**config.mk**
```make
export PLATFORM = sky130hd
export DESIGN_NAME = nearest_occupied_cell_search
export DESIGN_NICKNAME = d
export VERILOG_FILES = /design/src/noc_pkg.sv /design/src/nearest_occupied_cell_search.sv /design/src/noc_centre.sv /design/src/noc_dist.sv /design/src/noc_select.sv
export SDC_FILE = /design/constraint.sdc
export NUM_CORES = 2
export LEC_CHECK = 0
export BUFFER_PORTS_ARGS = -buffer_cell sky130_fd_sc_hd__clkbuf_2
export CORE_UTILIZATION = 58
export DETAILED_ROUTE_END_ITERATION = 7
export MAX_ROUTING_LAYER = met4
export PLACE_DENSITY = 0.8
export SLEW_MARGIN = 15
export SYNTH_ARGS = -nofsm -noshare
export SYNTH_HDL_FRONTEND = slang
export SYNTH_SLANG_ARGS = --single-unit
```
**constraint.sdc**
```tcl
create_clock -name i_clk -period 15.5 [get_ports i_clk]
set_clock_uncertainty 0.05 [all_clocks]
set_input_delay 0 -clock i_clk [delete_from_list [all_inputs] [get_ports i_clk]]
set_output_delay 0 -clock i_clk [all_outputs]
set_load 0.1 [all_outputs]
```
**src/noc_pkg.sv**
```systemverilog
// ----------------------------------------------------------------------------
// Nearest occupied cell search: shared types and constants
// Word layouts for both channels, the register map and the internal stage
// records passed between the pipeline modules.
// ----------------------------------------------------------------------------
package noc_pkg;

    localparam int unsigned COORD_W    = 24;
    localparam int unsigned CELL_W     = 8;
    localparam int unsigned SIZE_W     = 16;
    localparam int unsigned RANGE_W    = 23;
    localparam int unsigned GRID_W     = 11;
    localparam int unsigned ACC_W      = 26;
    localparam int unsigned SUM_W      = 28;
    localparam int unsigned DIFF_W     = 25;
    localparam int unsigned SQ_W       = 49;
    localparam int unsigned DIST_W     = 52;
    localparam int unsigned LIM_W      = 46;
    localparam int unsigned CFG_ADDR_W = 3;
    localparam int unsigned CFG_DATA_W = 24;

    localparam logic [CFG_ADDR_W-1:0] REG_BASE_X       = 3'd0;
    localparam logic [CFG_ADDR_W-1:0] REG_BASE_Y       = 3'd1;
    localparam logic [CFG_ADDR_W-1:0] REG_CELL_SIZE    = 3'd2;
    localparam logic [CFG_ADDR_W-1:0] REG_VISION_RANGE = 3'd3;
    localparam logic [CFG_ADDR_W-1:0] REG_GRID_WIDTH   = 3'd4;

    typedef struct packed {
        logic signed [COORD_W-1:0] pose_x;
        logic signed [COORD_W-1:0] pose_y;
        logic signed [CELL_W-1:0]  cell_value;
        logic                      last_cell;
    } t_in_word;

    typedef struct packed {
        logic signed [COORD_W-1:0] obstacle_x;
        logic signed [COORD_W-1:0] obstacle_y;
        logic                      found;
    } t_out_word;

    typedef struct packed {
        logic signed [COORD_W-1:0] base_x;
        logic signed [COORD_W-1:0] base_y;
        logic [SIZE_W-1:0]         cell_size;
        logic [RANGE_W-1:0]        vision_range;
        logic [GRID_W-1:0]         grid_width;
    } t_cfg;

    typedef struct packed {
        logic                      valid;
        logic                      last;
        logic                      occupied;
        logic signed [COORD_W-1:0] cx;
        logic signed [COORD_W-1:0] cy;
        logic signed [COORD_W-1:0] px;
        logic signed [COORD_W-1:0] py;
    } t_stage1;

    typedef struct packed {
        logic                      valid;
        logic                      last;
        logic                      occupied;
        logic signed [COORD_W-1:0] cx;
        logic signed [COORD_W-1:0] cy;
        logic [SQ_W-1:0]           sq_x;
        logic [SQ_W-1:0]           sq_y;
    } t_stage2;

endpackage

```
**src/nearest_occupied_cell_search.sv**
```systemverilog
// ----------------------------------------------------------------------------
// Nearest occupied cell search
// Grid cells arrive in raster order on the input channel, one word per cycle
// when not stalled, each word carrying the query position, the cell value and
// a last-cell flag. The block tracks the nearest occupied cell whose centre
// lies strictly inside the vision range and, for the word flagged as the last
// cell, sends one result word: the best centre with found set, or zero with
// found clear. A new input word is accepted in every cycle that is not
// stalled. The pipeline has three register stages (cell centre, squared
// offsets, running minimum); a last cell passes through the centre register,
// the squared offset register and then the result register.
// The running minimum compare and the raster offset counters are loop-carried.
// Input stall is raised only when a last cell reaches the minimum stage while
// an earlier result is still held on a stalled output; ordinary cells keep
// flowing while a result waits. Reset clears the scan, the pipeline and the
// output valid, and returns the registers to origin zero, cell size 256,
// vision range 2560 and grid width one. The user must write registers
// via the plain write port only while idle; the block does not enforce it.
// ----------------------------------------------------------------------------
module nearest_occupied_cell_search #(
    parameter int unsigned MAX_WIDTH = 1024
) (
    input  logic                               i_clk,
    input  logic                               i_rst_n,
    input  logic                               i_in_valid,
    output logic                               o_in_stall,
    input  noc_pkg::t_in_word                  i_in_word,
    output logic                               o_out_valid,
    input  logic                               i_out_stall,
    output noc_pkg::t_out_word                 o_out_word,
    input  logic                               i_cfg_we,
    input  logic [noc_pkg::CFG_ADDR_W-1:0]     i_cfg_addr,
    input  logic [noc_pkg::CFG_DATA_W-1:0]     i_cfg_data
);

    noc_pkg::t_cfg    r_cfg;
    noc_pkg::t_stage1 stage1;
    noc_pkg::t_stage2 stage2;
    logic             hold;
    logic             adv;
    logic             accept;

    always_ff @(posedge i_clk) begin
        if (!i_rst_n) begin
            r_cfg.base_x       <= '0;
            r_cfg.base_y       <= '0;
            r_cfg.cell_size    <= 16'd256;
            r_cfg.vision_range <= 23'd2560;
            r_cfg.grid_width   <= 11'd1;
        end else if (i_cfg_we) begin
            unique case (i_cfg_addr)
                noc_pkg::REG_BASE_X: begin
                    r_cfg.base_x <= i_cfg_data[noc_pkg::COORD_W-1:0];
                end
                noc_pkg::REG_BASE_Y: begin
                    r_cfg.base_y <= i_cfg_data[noc_pkg::COORD_W-1:0];
                end
                noc_pkg::REG_CELL_SIZE: begin
                    r_cfg.cell_size <= i_cfg_data[noc_pkg::SIZE_W-1:0];
                end
                noc_pkg::REG_VISION_RANGE: begin
                    r_cfg.vision_range <= i_cfg_data[noc_pkg::RANGE_W-1:0];
                end
                noc_pkg::REG_GRID_WIDTH: begin
                    r_cfg.grid_width <= i_cfg_data[noc_pkg::GRID_W-1:0];
                end
                default: begin
                end
            endcase
        end
    end

    assign hold       = stage2.valid && stage2.last && o_out_valid && i_out_stall;
    assign adv        = !hold;
    assign accept     = i_in_valid && adv;
    assign o_in_stall = hold;

    noc_centre #(
        .MAX_WIDTH (MAX_WIDTH)
    ) u_centre (
        .i_clk    (i_clk),
        .i_rst_n  (i_rst_n),
        .i_adv    (adv),
        .i_accept (accept),
        .i_word   (i_in_word),
        .i_cfg    (r_cfg),
        .o_stage  (stage1)
    );

    noc_dist u_dist (
        .i_clk   (i_clk),
        .i_rst_n (i_rst_n),
        .i_adv   (adv),
        .i_stage (stage1),
        .o_stage (stage2)
    );

    noc_select u_select (
        .i_clk          (i_clk),
        .i_rst_n        (i_rst_n),
        .i_adv          (adv),
        .i_stage        (stage2),
        .i_vision_range (r_cfg.vision_range),
        .i_out_stall    (i_out_stall),
        .o_out_valid    (o_out_valid),
        .o_out_word     (o_out_word)
    );

endmodule

```
**src/noc_centre.sv**
```systemverilog
// ----------------------------------------------------------------------------
// Cell centre stage
// Keeps the raster column and row offsets and registers the saturated centre
// of each accepted cell together with the query position.
// ----------------------------------------------------------------------------
module noc_centre #(
    parameter int unsigned MAX_WIDTH = 1024
) (
    input  logic              i_clk,
    input  logic              i_rst_n,
    input  logic              i_adv,
    input  logic              i_accept,
    input  noc_pkg::t_in_word i_word,
    input  noc_pkg::t_cfg     i_cfg,
    output noc_pkg::t_stage1  o_stage
);

    localparam int unsigned CW = (MAX_WIDTH > 1) ? $clog2(MAX_WIDTH) : 1;
    localparam int unsigned WW = ((CW > noc_pkg::GRID_W) ? CW : noc_pkg::GRID_W) + 1;

    logic [CW-1:0]                    r_column;
    logic [noc_pkg::ACC_W-1:0]        r_acc_x;
    logic [noc_pkg::ACC_W-1:0]        r_acc_y;
    noc_pkg::t_stage1                 r_stage;

    logic signed [noc_pkg::SUM_W-1:0] half_ext;
    logic signed [noc_pkg::SUM_W-1:0] sum_x;
    logic signed [noc_pkg::SUM_W-1:0] sum_y;
    logic [WW-1:0]                    w_raw;
    logic [WW-1:0]                    w_max;
    logic [WW-1:0]                    w_eff;
    logic [WW-1:0]                    col_next;
    logic                             row_wrap;
    logic [noc_pkg::ACC_W-1:0]        size_ext;

    function automatic logic signed [noc_pkg::COORD_W-1:0] sat_coord(
        input logic signed [noc_pkg::SUM_W-1:0] v
    );
        logic signed [noc_pkg::SUM_W-1:0] hi;
        logic signed [noc_pkg::SUM_W-1:0] lo;
        hi = {{(noc_pkg::SUM_W-noc_pkg::COORD_W+1){1'b0}}, {(noc_pkg::COORD_W-1){1'b1}}};
        lo = {{(noc_pkg::SUM_W-noc_pkg::COORD_W+1){1'b1}}, {(noc_pkg::COORD_W-1){1'b0}}};
        priority if (v > hi) begin
            return hi[noc_pkg::COORD_W-1:0];
        end else if (v < lo) begin
            return lo[noc_pkg::COORD_W-1:0];
        end else begin
            return v[noc_pkg::COORD_W-1:0];
        end
    endfunction

    always_comb begin
        half_ext = {{(noc_pkg::SUM_W-noc_pkg::SIZE_W+1){1'b0}},
                    i_cfg.cell_size[noc_pkg::SIZE_W-1:1]};
        sum_x = {{(noc_pkg::SUM_W-noc_pkg::COORD_W){i_cfg.base_x[noc_pkg::COORD_W-1]}},
                 i_cfg.base_x}
              + {{(noc_pkg::SUM_W-noc_pkg::ACC_W){1'b0}}, r_acc_x} + half_ext;
        sum_y = {{(noc_pkg::SUM_W-noc_pkg::COORD_W){i_cfg.base_y[noc_pkg::COORD_W-1]}},
                 i_cfg.base_y}
              + {{(noc_pkg::SUM_W-noc_pkg::ACC_W){1'b0}}, r_acc_y} + half_ext;

        w_raw = {{(WW-noc_pkg::GRID_W){1'b0}}, i_cfg.grid_width};
        w_max = WW'(MAX_WIDTH);
        priority if (w_raw == '0) begin
            w_eff = {{(WW-1){1'b0}}, 1'b1};
        end else if (w_raw > w_max) begin
            w_eff = w_max;
        end else begin
            w_eff = w_raw;
        end
        col_next = {{(WW-CW){1'b0}}, r_column} + {{(WW-1){1'b0}}, 1'b1};
        row_wrap = !(col_next < w_eff);
        size_ext = {{(noc_pkg::ACC_W-noc_pkg::SIZE_W){1'b0}}, i_cfg.cell_size};
    end

    always_ff @(posedge i_clk) begin
        if (!i_rst_n) begin
            r_column      <= '0;
            r_acc_x       <= '0;
            r_acc_y       <= '0;
            r_stage.valid <= 1'b0;
        end else begin
            if (i_accept) begin
                if (i_word.last_cell) begin
                    r_column <= '0;
                    r_acc_x  <= '0;
                    r_acc_y  <= '0;
                end else if (!row_wrap) begin
                    r_column <= col_next[CW-1:0];
                    r_acc_x  <= r_acc_x + size_ext;
                end else begin
                    r_column <= '0;
                    r_acc_x  <= '0;
                    r_acc_y  <= r_acc_y + size_ext;
                end
            end
            if (i_adv) begin
                r_stage.valid    <= i_accept;
                r_stage.last     <= i_word.last_cell;
                r_stage.occupied <= (i_word.cell_value > 8'sd0);
                r_stage.cx       <= sat_coord(sum_x);
                r_stage.cy       <= sat_coord(sum_y);
                r_stage.px       <= i_word.pose_x;
                r_stage.py       <= i_word.pose_y;
            end
        end
    end

    assign o_stage = r_stage;

endmodule

```
**src/noc_dist.sv**
```systemverilog
// ----------------------------------------------------------------------------
// Squared offset stage
// Forms the x and y offsets from the query position and registers their
// squares.
// ----------------------------------------------------------------------------
module noc_dist (
    input  logic             i_clk,
    input  logic             i_rst_n,
    input  logic             i_adv,
    input  noc_pkg::t_stage1 i_stage,
    output noc_pkg::t_stage2 o_stage
);

    noc_pkg::t_stage2                    r_stage;
    logic signed [noc_pkg::DIFF_W-1:0]   dx;
    logic signed [noc_pkg::DIFF_W-1:0]   dy;
    logic signed [2*noc_pkg::DIFF_W-1:0] prod_x;
    logic signed [2*noc_pkg::DIFF_W-1:0] prod_y;

    always_comb begin
        dx = {i_stage.cx[noc_pkg::COORD_W-1], i_stage.cx}
           - {i_stage.px[noc_pkg::COORD_W-1], i_stage.px};
        dy = {i_stage.cy[noc_pkg::COORD_W-1], i_stage.cy}
           - {i_stage.py[noc_pkg::COORD_W-1], i_stage.py};
        prod_x = dx * dx;
        prod_y = dy * dy;
    end

    always_ff @(posedge i_clk) begin
        if (!i_rst_n) begin
            r_stage.valid <= 1'b0;
        end else if (i_adv) begin
            r_stage.valid    <= i_stage.valid;
            r_stage.last     <= i_stage.last;
            r_stage.occupied <= i_stage.occupied;
            r_stage.cx       <= i_stage.cx;
            r_stage.cy       <= i_stage.cy;
            r_stage.sq_x     <= prod_x[noc_pkg::SQ_W-1:0];
            r_stage.sq_y     <= prod_y[noc_pkg::SQ_W-1:0];
        end
    end

    assign o_stage = r_stage;

endmodule

```
**src/noc_select.sv**
```systemverilog
// ----------------------------------------------------------------------------
// Nearest cell selection and result register
// Keeps the running minimum over the scan and presents one result word per
// scan on the output channel.
// ----------------------------------------------------------------------------
module noc_select (
    input  logic                          i_clk,
    input  logic                          i_rst_n,
    input  logic                          i_adv,
    input  noc_pkg::t_stage2              i_stage,
    input  logic [noc_pkg::RANGE_W-1:0]   i_vision_range,
    input  logic                          i_out_stall,
    output logic                          o_out_valid,
    output noc_pkg::t_out_word            o_out_word
);

    logic [noc_pkg::LIM_W-1:0]        r_lim;
    logic [noc_pkg::DIST_W-1:0]       r_best;
    logic signed [noc_pkg::COORD_W-1:0] r_best_x;
    logic signed [noc_pkg::COORD_W-1:0] r_best_y;
    logic                             r_any;
    logic                             r_out_valid;
    noc_pkg::t_out_word               r_out_word;

    logic [noc_pkg::DIST_W-1:0]       dist_sq;
    logic                             take;

    always_comb begin
        dist_sq = {{(noc_pkg::DIST_W-noc_pkg::SQ_W){1'b0}}, i_stage.sq_x}
                + {{(noc_pkg::DIST_W-noc_pkg::SQ_W){1'b0}}, i_stage.sq_y};
        take = i_stage.valid && i_stage.occupied
            && (dist_sq < {{(noc_pkg::DIST_W-noc_pkg::LIM_W){1'b0}}, r_lim})
            && (dist_sq < r_best);
    end

    always_ff @(posedge i_clk) begin
        r_lim <= i_vision_range * i_vision_range;
    end

    always_ff @(posedge i_clk) begin
        if (!i_rst_n) begin
            r_best      <= '1;
            r_best_x    <= '0;
            r_best_y    <= '0;
            r_any       <= 1'b0;
            r_out_valid <= 1'b0;
        end else begin
            if (i_adv && i_stage.valid) begin
                if (i_stage.last) begin
                    r_best   <= '1;
                    r_best_x <= '0;
                    r_best_y <= '0;
                    r_any    <= 1'b0;
                end else if (take) begin
                    r_best   <= dist_sq;
                    r_best_x <= i_stage.cx;
                    r_best_y <= i_stage.cy;
                    r_any    <= 1'b1;
                end
            end
            if (i_adv && i_stage.valid && i_stage.last) begin
                r_out_valid           <= 1'b1;
                r_out_word.obstacle_x <= take ? i_stage.cx : r_best_x;
                r_out_word.obstacle_y <= take ? i_stage.cy : r_best_y;
                r_out_word.found      <= take || r_any;
            end else if (!i_out_stall) begin
                r_out_valid <= 1'b0;
            end
        end
    end

    assign o_out_valid = r_out_valid;
    assign o_out_word  = r_out_word;

endmodule

```
# == After elaboration in Yosys (flattened, before gate mapping) ==
# Index checks and enable logic that the tools add are counted.
# classes
addsub,10
mul,3
n_lt_le_gt_ge,9
eq_ne,6
muxes,20
n_bitwise,1
reduce_logical,23
# op_table
op,n
$mux 24,6
$mux 26,4
$mux 52,2
$mul 25x25->49,2
$add 24x27->28,2
$add 28x15->28,2
$gt 28x24->1 const B,2
$lt 28x24->1 const B,2
$add 26x16->26,2
$lt 52x46->1,1
$lt 52x52->1,1
$add 49x49->50,1
$sub 24x24->25,2
$mul 23x23->46,1
$mux 11,2
$mux 10,2
$reduce_and 2->1,9
$lt 12x11->1,1
$add 10x1->11 const B,1
$gt 11x11->1 const B,1
$logic_not 11->1,1
$logic_and 1x1->1,9
$gt 8x1->1 const B,1
$eq 3x2->1 const B,2
other kinds (10),13
# word_totals
regBits,605
input_bits,89
wordCells,103

# == Longest topological paths before layout ==
# depth
word_depth,7
mapped_depth,42
mapped_depth_nobuf,41

# == Modules after synthesis ==
# Synthesis repeated with hierarchy kept, for this count alone.
# unflattened
hier_cells,8918
area_unflattened_um2,87136.1
# modules_own_cells
module,instances,cells_each,area_each_um2,seq_area_each_um2
noc_dist,1,4650,46125.5,4404.2
noc_select,1,2784,26153.8,4394.2
noc_centre,1,1128,11198.2,4204.0
nearest_occupied_cell_search,1,356,3658.5,1961.9

# == Worst setup path before layout ==
# No wires, ideal clock.
# synth_timing
path_kind,register to register
start,register u_select.r_out_valid (netlist: u_select.o_out_valid)
end,"register u_centre.r_stage (netlist bit u_centre.o_stage[0]), enable pin"
setup_ns,0.850
arrival_time_ns,11.675
path_slack_ns,2.925
path_stages_with_launch,4
path_buffers,0
period_less_slack_ns,12.575
cell_sequence,dfxtp_1 nand2_1 nor2_1 nor2_1
# synth_via
elab_chain_len,4
# synth_lines
element,line,text
from (decl),noc_select.sv:22,logic r_out_valid;
from (signal assigned),noc_select.sv:46,r_out_valid <= 1'b0;
from (signal assigned),noc_select.sv:62,r_out_valid <= 1'b1;
from (signal assigned),noc_select.sv:67,r_out_valid <= 1'b0;
$logic_and 1x1->1 (2 in series),nearest_occupied_cell_search.sv:73,assign hold = stage2.valid && stage2.last && o_out_valid && i_out_stall;
net o_in_stall,nearest_occupied_cell_search.sv:26,"output logic o_in_stall,"
$not 1->1 (no source line),--,
$reduce_and 2->1 (no source line),--,
to (decl),noc_centre.sv:24,noc_pkg::t_stage1 r_stage;
# The timed path passes the listed nets, and every way through them passes these cells.
# A chain may end at the register's enable or synchronous reset.

# == Worst setup path in the final report ==
# layout_timing
start,register u_centre.r_stage (netlist bit u_centre.o_stage[72])
end,"register u_dist.r_stage (netlist bit u_dist.o_stage[90]), data pin"
# layout_via
elab_chain_len,2
# layout_lines
element,line,text
$sub 24x24->25,noc_dist.sv:22,"- {i_stage.px[noc_pkg::COORD_W-1], i_stage.px};"
$mul 25x25->49,noc_dist.sv:25,prod_x = dx * dx;
"net u_dist.prod_x, one bit",noc_dist.sv:17,logic signed [2*noc_pkg::DIFF_W-1:0] prod_x;
to (decl),noc_dist.sv:14,noc_pkg::t_stage2 r_stage;
# The timed path passes the listed nets, and every way through them passes these cells.

==> impl.org <==
** Outcome
- The run finished with clean final reports.

** Global routing
- Global routing finished with a remaining overflow of 0.
- GRT Overall Usage :: 34.22%
- The initial antenna violation count came to 12.
- Entering global routing, the biggest net connects 95 pins.
- The first global-routing pass estimated 390800 microns of wire.
- Number of global-route vias before repair :: 71430

** Floorplanning
- For this configuration, the core starts out at a cell density of 58.52%.
- Number of I/O pins :: 140
- Measured along the y axis, the die boundary spans 391.2 microns.
- The floorplan step defined a die boundary enclosing 153000 sq um.
- From left edge to right edge, the die measures 391.2 microns.
- After floorplanning, the core was divided into 142 placement rows.
- Core Footprint :: 150100 sq um

** Cells and area
- Number of fillers in the final layout :: 11910
- Most common cell after layout, fill and taps aside :: sky130_fd_sc_hd__inv_1
- Share of cells above drive strength 1 :: 5.171%
- Layout overhead on the synthesized area :: 7.177%
- Leaving out fill and tap cells, the most frequent cells in the layout are sky130_fd_sc_hd__inv_1 (1998), sky130_fd_sc_hd__fa_1 (1620), sky130_fd_sc_hd__nand2_1 (822), sky130_fd_sc_hd__ha_1 (761), sky130_fd_sc_hd__nor2_1 (577).
- After the last flow step, the layout net total stands at 11720.

** Setup path
- Counting stages on the worst path, the most repeated cell is sky130_fd_sc_hd__fa_1.
- The worst register-to-register path begins at u_centre.o_stage[72].
- In this run the critical register-to-register path is captured at u_dist.o_stage[90].
- Signal arrival time at the worst endpoint :: 12.21 ns
- Slack of the worst reg-to-reg path :: 3.63 ns
- The largest single stage delay on the critical path is 0.89 ns.
- The critical path is of the reg -> reg type.
- On the critical path, the stage with the largest delay is an instance of sky130_fd_sc_hd__clkinv_1.
- STA classifies the critical path endpoint as a flip-flop.
- STA puts the critical path data required time at 15.84 ns.
- Startpoint type of the worst setup path :: flip-flop
- Along the worst path, the maximum fanout reaches 18.
- Worst R2R Path Depth :: 36

** Clocking
- Root buffer cell :: sky130_fd_sc_hd__clkbuf_16
- Clock-pin slew was measured on the worst setup and hold paths at 0.06 ns.
- TritonCTS built the clock tree.
- Clock latency of the later-clocked register in the worst-skew pair :: 0.66 ns
- Clock tree synthesis inserted a total of 70 buffers.
- For this design, the sink count on the clock tree is 601.
- Post-CTS setup buffer count :: 0
- CTS-repair resized insts :: 0
- CTS built an H-tree with a depth of 3.
- No sink is reached through more buffers than the 3 on the longest clock path.
- CTS Hold Buffers Added :: 93

** Logic synthesis
- Fraction of registers with async set/reset :: 0%
- In this run the cell area of the synthesized design comes to 87850 sq um.
- Synth warnings :: 0
- Number of synthesized flops with an enable pin :: 293
- Dominant synthesized flop cell :: sky130_fd_sc_hd__dfxtp_1
- The average instance in the mapped netlist occupies 9.614 sq um.
- Post-synthesis instance total :: 9138
- Synthesis inferred 601 register bits.
- Net count after synthesis :: 11610
- The synthesized netlist contains 84 unique library cells.
- For this run, the register share of the synthesized area comes to 17.03%.

** Placement
- # port buffers :: 139
- Total half-perimeter wirelength after legalization and detailed placement :: 190900 microns
- Routability-driven placement finished with a final weighted congestion of 0.9984.

** Worst hold path
- In this run the worst hold path is classified as in -> reg.
- Startpoint of the tightest hold check path :: i_in_word[27]
- Worst Hold Endpoint :: u_centre.o_stage[18]
- Along the worst hold path, the cell count comes to 2.

** Timing
- Slew Viols, Final :: 0
- Worst-margin pin slew :: 1.188 ns
- Setup repair after global routing left no endpoint under its margin.
- Dividing the final minimum period by the clock period gives 76.58%.
- Max-slew headroom at the worst pin :: 20.72%
- TNS Setup :: 0 ns
- Based on the critical path, the design can be clocked at up to 84.24 MHz.
- Count of endpoints failing hold in the final timing report :: 0
- Final Setup Violations :: 0
- Final min period :: 11.87 ns

** Route
- For this block, the initial DRC count from the detailed router was 5915.
- Topmost layer with routed signal wires :: met4
- Average wire per standard cell :: 21.78 microns
- Met3 Wirelength :: 26510 microns
- Vias per cell :: 5.859
- For this block, the via count after detailed routing is 66350.
- First-pass iteration count of the detailed router :: 8
- The detail route stage leaves a number of antenna-violating nets equal to 0.
- The detailed router put a total of 92530 microns of wire on met1.
- Post-detailed-route DRC marker count :: 0
- After detailed routing, the total wire length is 246600 microns.
- In the detailed route, the total length drawn on met2 is 114500 microns.

** Job
- The tool flagged a number of max-cap violations equal to 0.
-- synthesized netlist by cell type, types with 59 or more instances --
cell type                  count  area, sq um
sky130_fd_sc_hd__a41oi_1      59        516.8
sky130_fd_sc_hd__xnor2_1     226         1979
sky130_fd_sc_hd__inv_1      1999         7503
sky130_fd_sc_hd__a21oi_1     421         2107
sky130_fd_sc_hd__edfxtp_1    293         8798
sky130_fd_sc_hd__a21o_1      207         1554
sky130_fd_sc_hd__dfxtp_1     308         6166
sky130_fd_sc_hd__or3_1        62        387.9
sky130_fd_sc_hd__o21ai_0     178        890.9
sky130_fd_sc_hd__nand2_1     824         3093
sky130_fd_sc_hd__xor2_1      124         1086
sky130_fd_sc_hd__clkbuf_1    276         1036
sky130_fd_sc_hd__nand3_1     118        590.6
sky130_fd_sc_hd__ha_1        761         9522
sky130_fd_sc_hd__and2_1      139        869.6
sky130_fd_sc_hd__nor3_1       87        435.4
sky130_fd_sc_hd__nor2_1      580         2177
sky130_fd_sc_hd__fa_1       1621        32450
-- per-layer routing --
| layer | global-route usage, % | vias up |
|---|---|---|
| li1 | - | 29100 |
| met1 | 42.11 | 33120 |
| met2 | 53.51 | 3367 |
| met3 | 8.404 | 765 |
| met4 | 15.30 | 0 |
| met5 | - | - |
-- through the flow --
step	instances	worst slack, ns	instance area [sq um]	hold slack (ns)	utilization [%]
after floorplan	9138	2.925	87850	0.04887	-
after global placement	11100	4.130	90810	0.1280	60.49
after detailed placement	11100	3.861	90810	0.1287	60.49
after CTS	11320	3.838	94130	0.003280	62.70
after global routing	11320	3.157	94150	0.01345	62.71
final	11330	3.629	94160	0.02134	62.72
-- final cells by class --
type | instances | area, sq um | share of cell area [%]
Clock buffer | 92 | 1991 | 2.114
Antenna cell | 8 | 20.02 | 0.02126
Sequential cell | 601 | 14970 | 15.89
Inverter | 2014 | 7565 | 8.034
Tap cell | 2016 | 2522 | 2.679
Timing Repair Buffer | 349 | 2507 | 2.663
Multi-Input combinational cell | 6208 | 64190 | 68.17
Clock inverter | 38 | 397.9 | 0.4226
-- worst max-delay path by stage --
| stage | slack, ns | cells past startpoint | endpoint | startpoint |
|---|---|---|---|---|
| 6_report | 3.63 | 36 | u_dist.o_stage[90] | u_centre.o_stage[72] |
| 5_1_grt | 3.16 | 38 | u_dist.o_stage[90] | u_centre.o_stage[72] |
| 4_1_cts | 3.84 | 36 | u_dist.o_stage[90] | u_centre.o_stage[72] |
| 3_5_place_dp | 3.86 | 36 | u_dist.o_stage[90] | u_centre.o_stage[72] |
| 3_3_place_gp | 4.13 | 37 | u_dist.o_stage[90] | u_centre.o_stage[72] |
| 2_1_floorplan | 2.93 | 3 | u_centre.o_stage[0] | u_select.o_out_valid |
-- worst max-delay path, delay by kind of cell (launching register included) --
kind	cells	cell delay, ns
AOI/OAI and AO/OA	13	3.78
buffers and inverters	7	1.21
adders and majority gates	10	4.40
and+or+nand+nor	4	0.90
xor gates and xnor gates	2	0.87
DFF	1	0.38
-- cells by family after synthesis --
kind of cell               share of synthesized area (%)
AOI/OAI and AO/OA                                  9.698
and+or+nand+nor                                    11.13
DFF                                                17.03
xor gates and xnor gates                           3.489
adders and majority gates                          47.78
buffers and inverters                              10.03
muxes                                             0.8360
-- flip-flops by register name, summed over array words and instances (netlist names) --
name	cells
u_select.o_out_word	49
u_select.r_best_x	24
u_select.r_any	1
u_centre.r_acc_y	26
u_centre.r_column	10
u_select.r_best	51
u_select.r_best_y	24
u_centre.o_stage	99
u_select.r_lim	45
u_select.o_out_valid	1
r_cfg	98
u_centre.r_acc_x	26
u_dist.o_stage	147
Power is left out: the tool's default activity adds up to more than one toggle a clock period on the data nets, which glitch-free logic cannot reach.
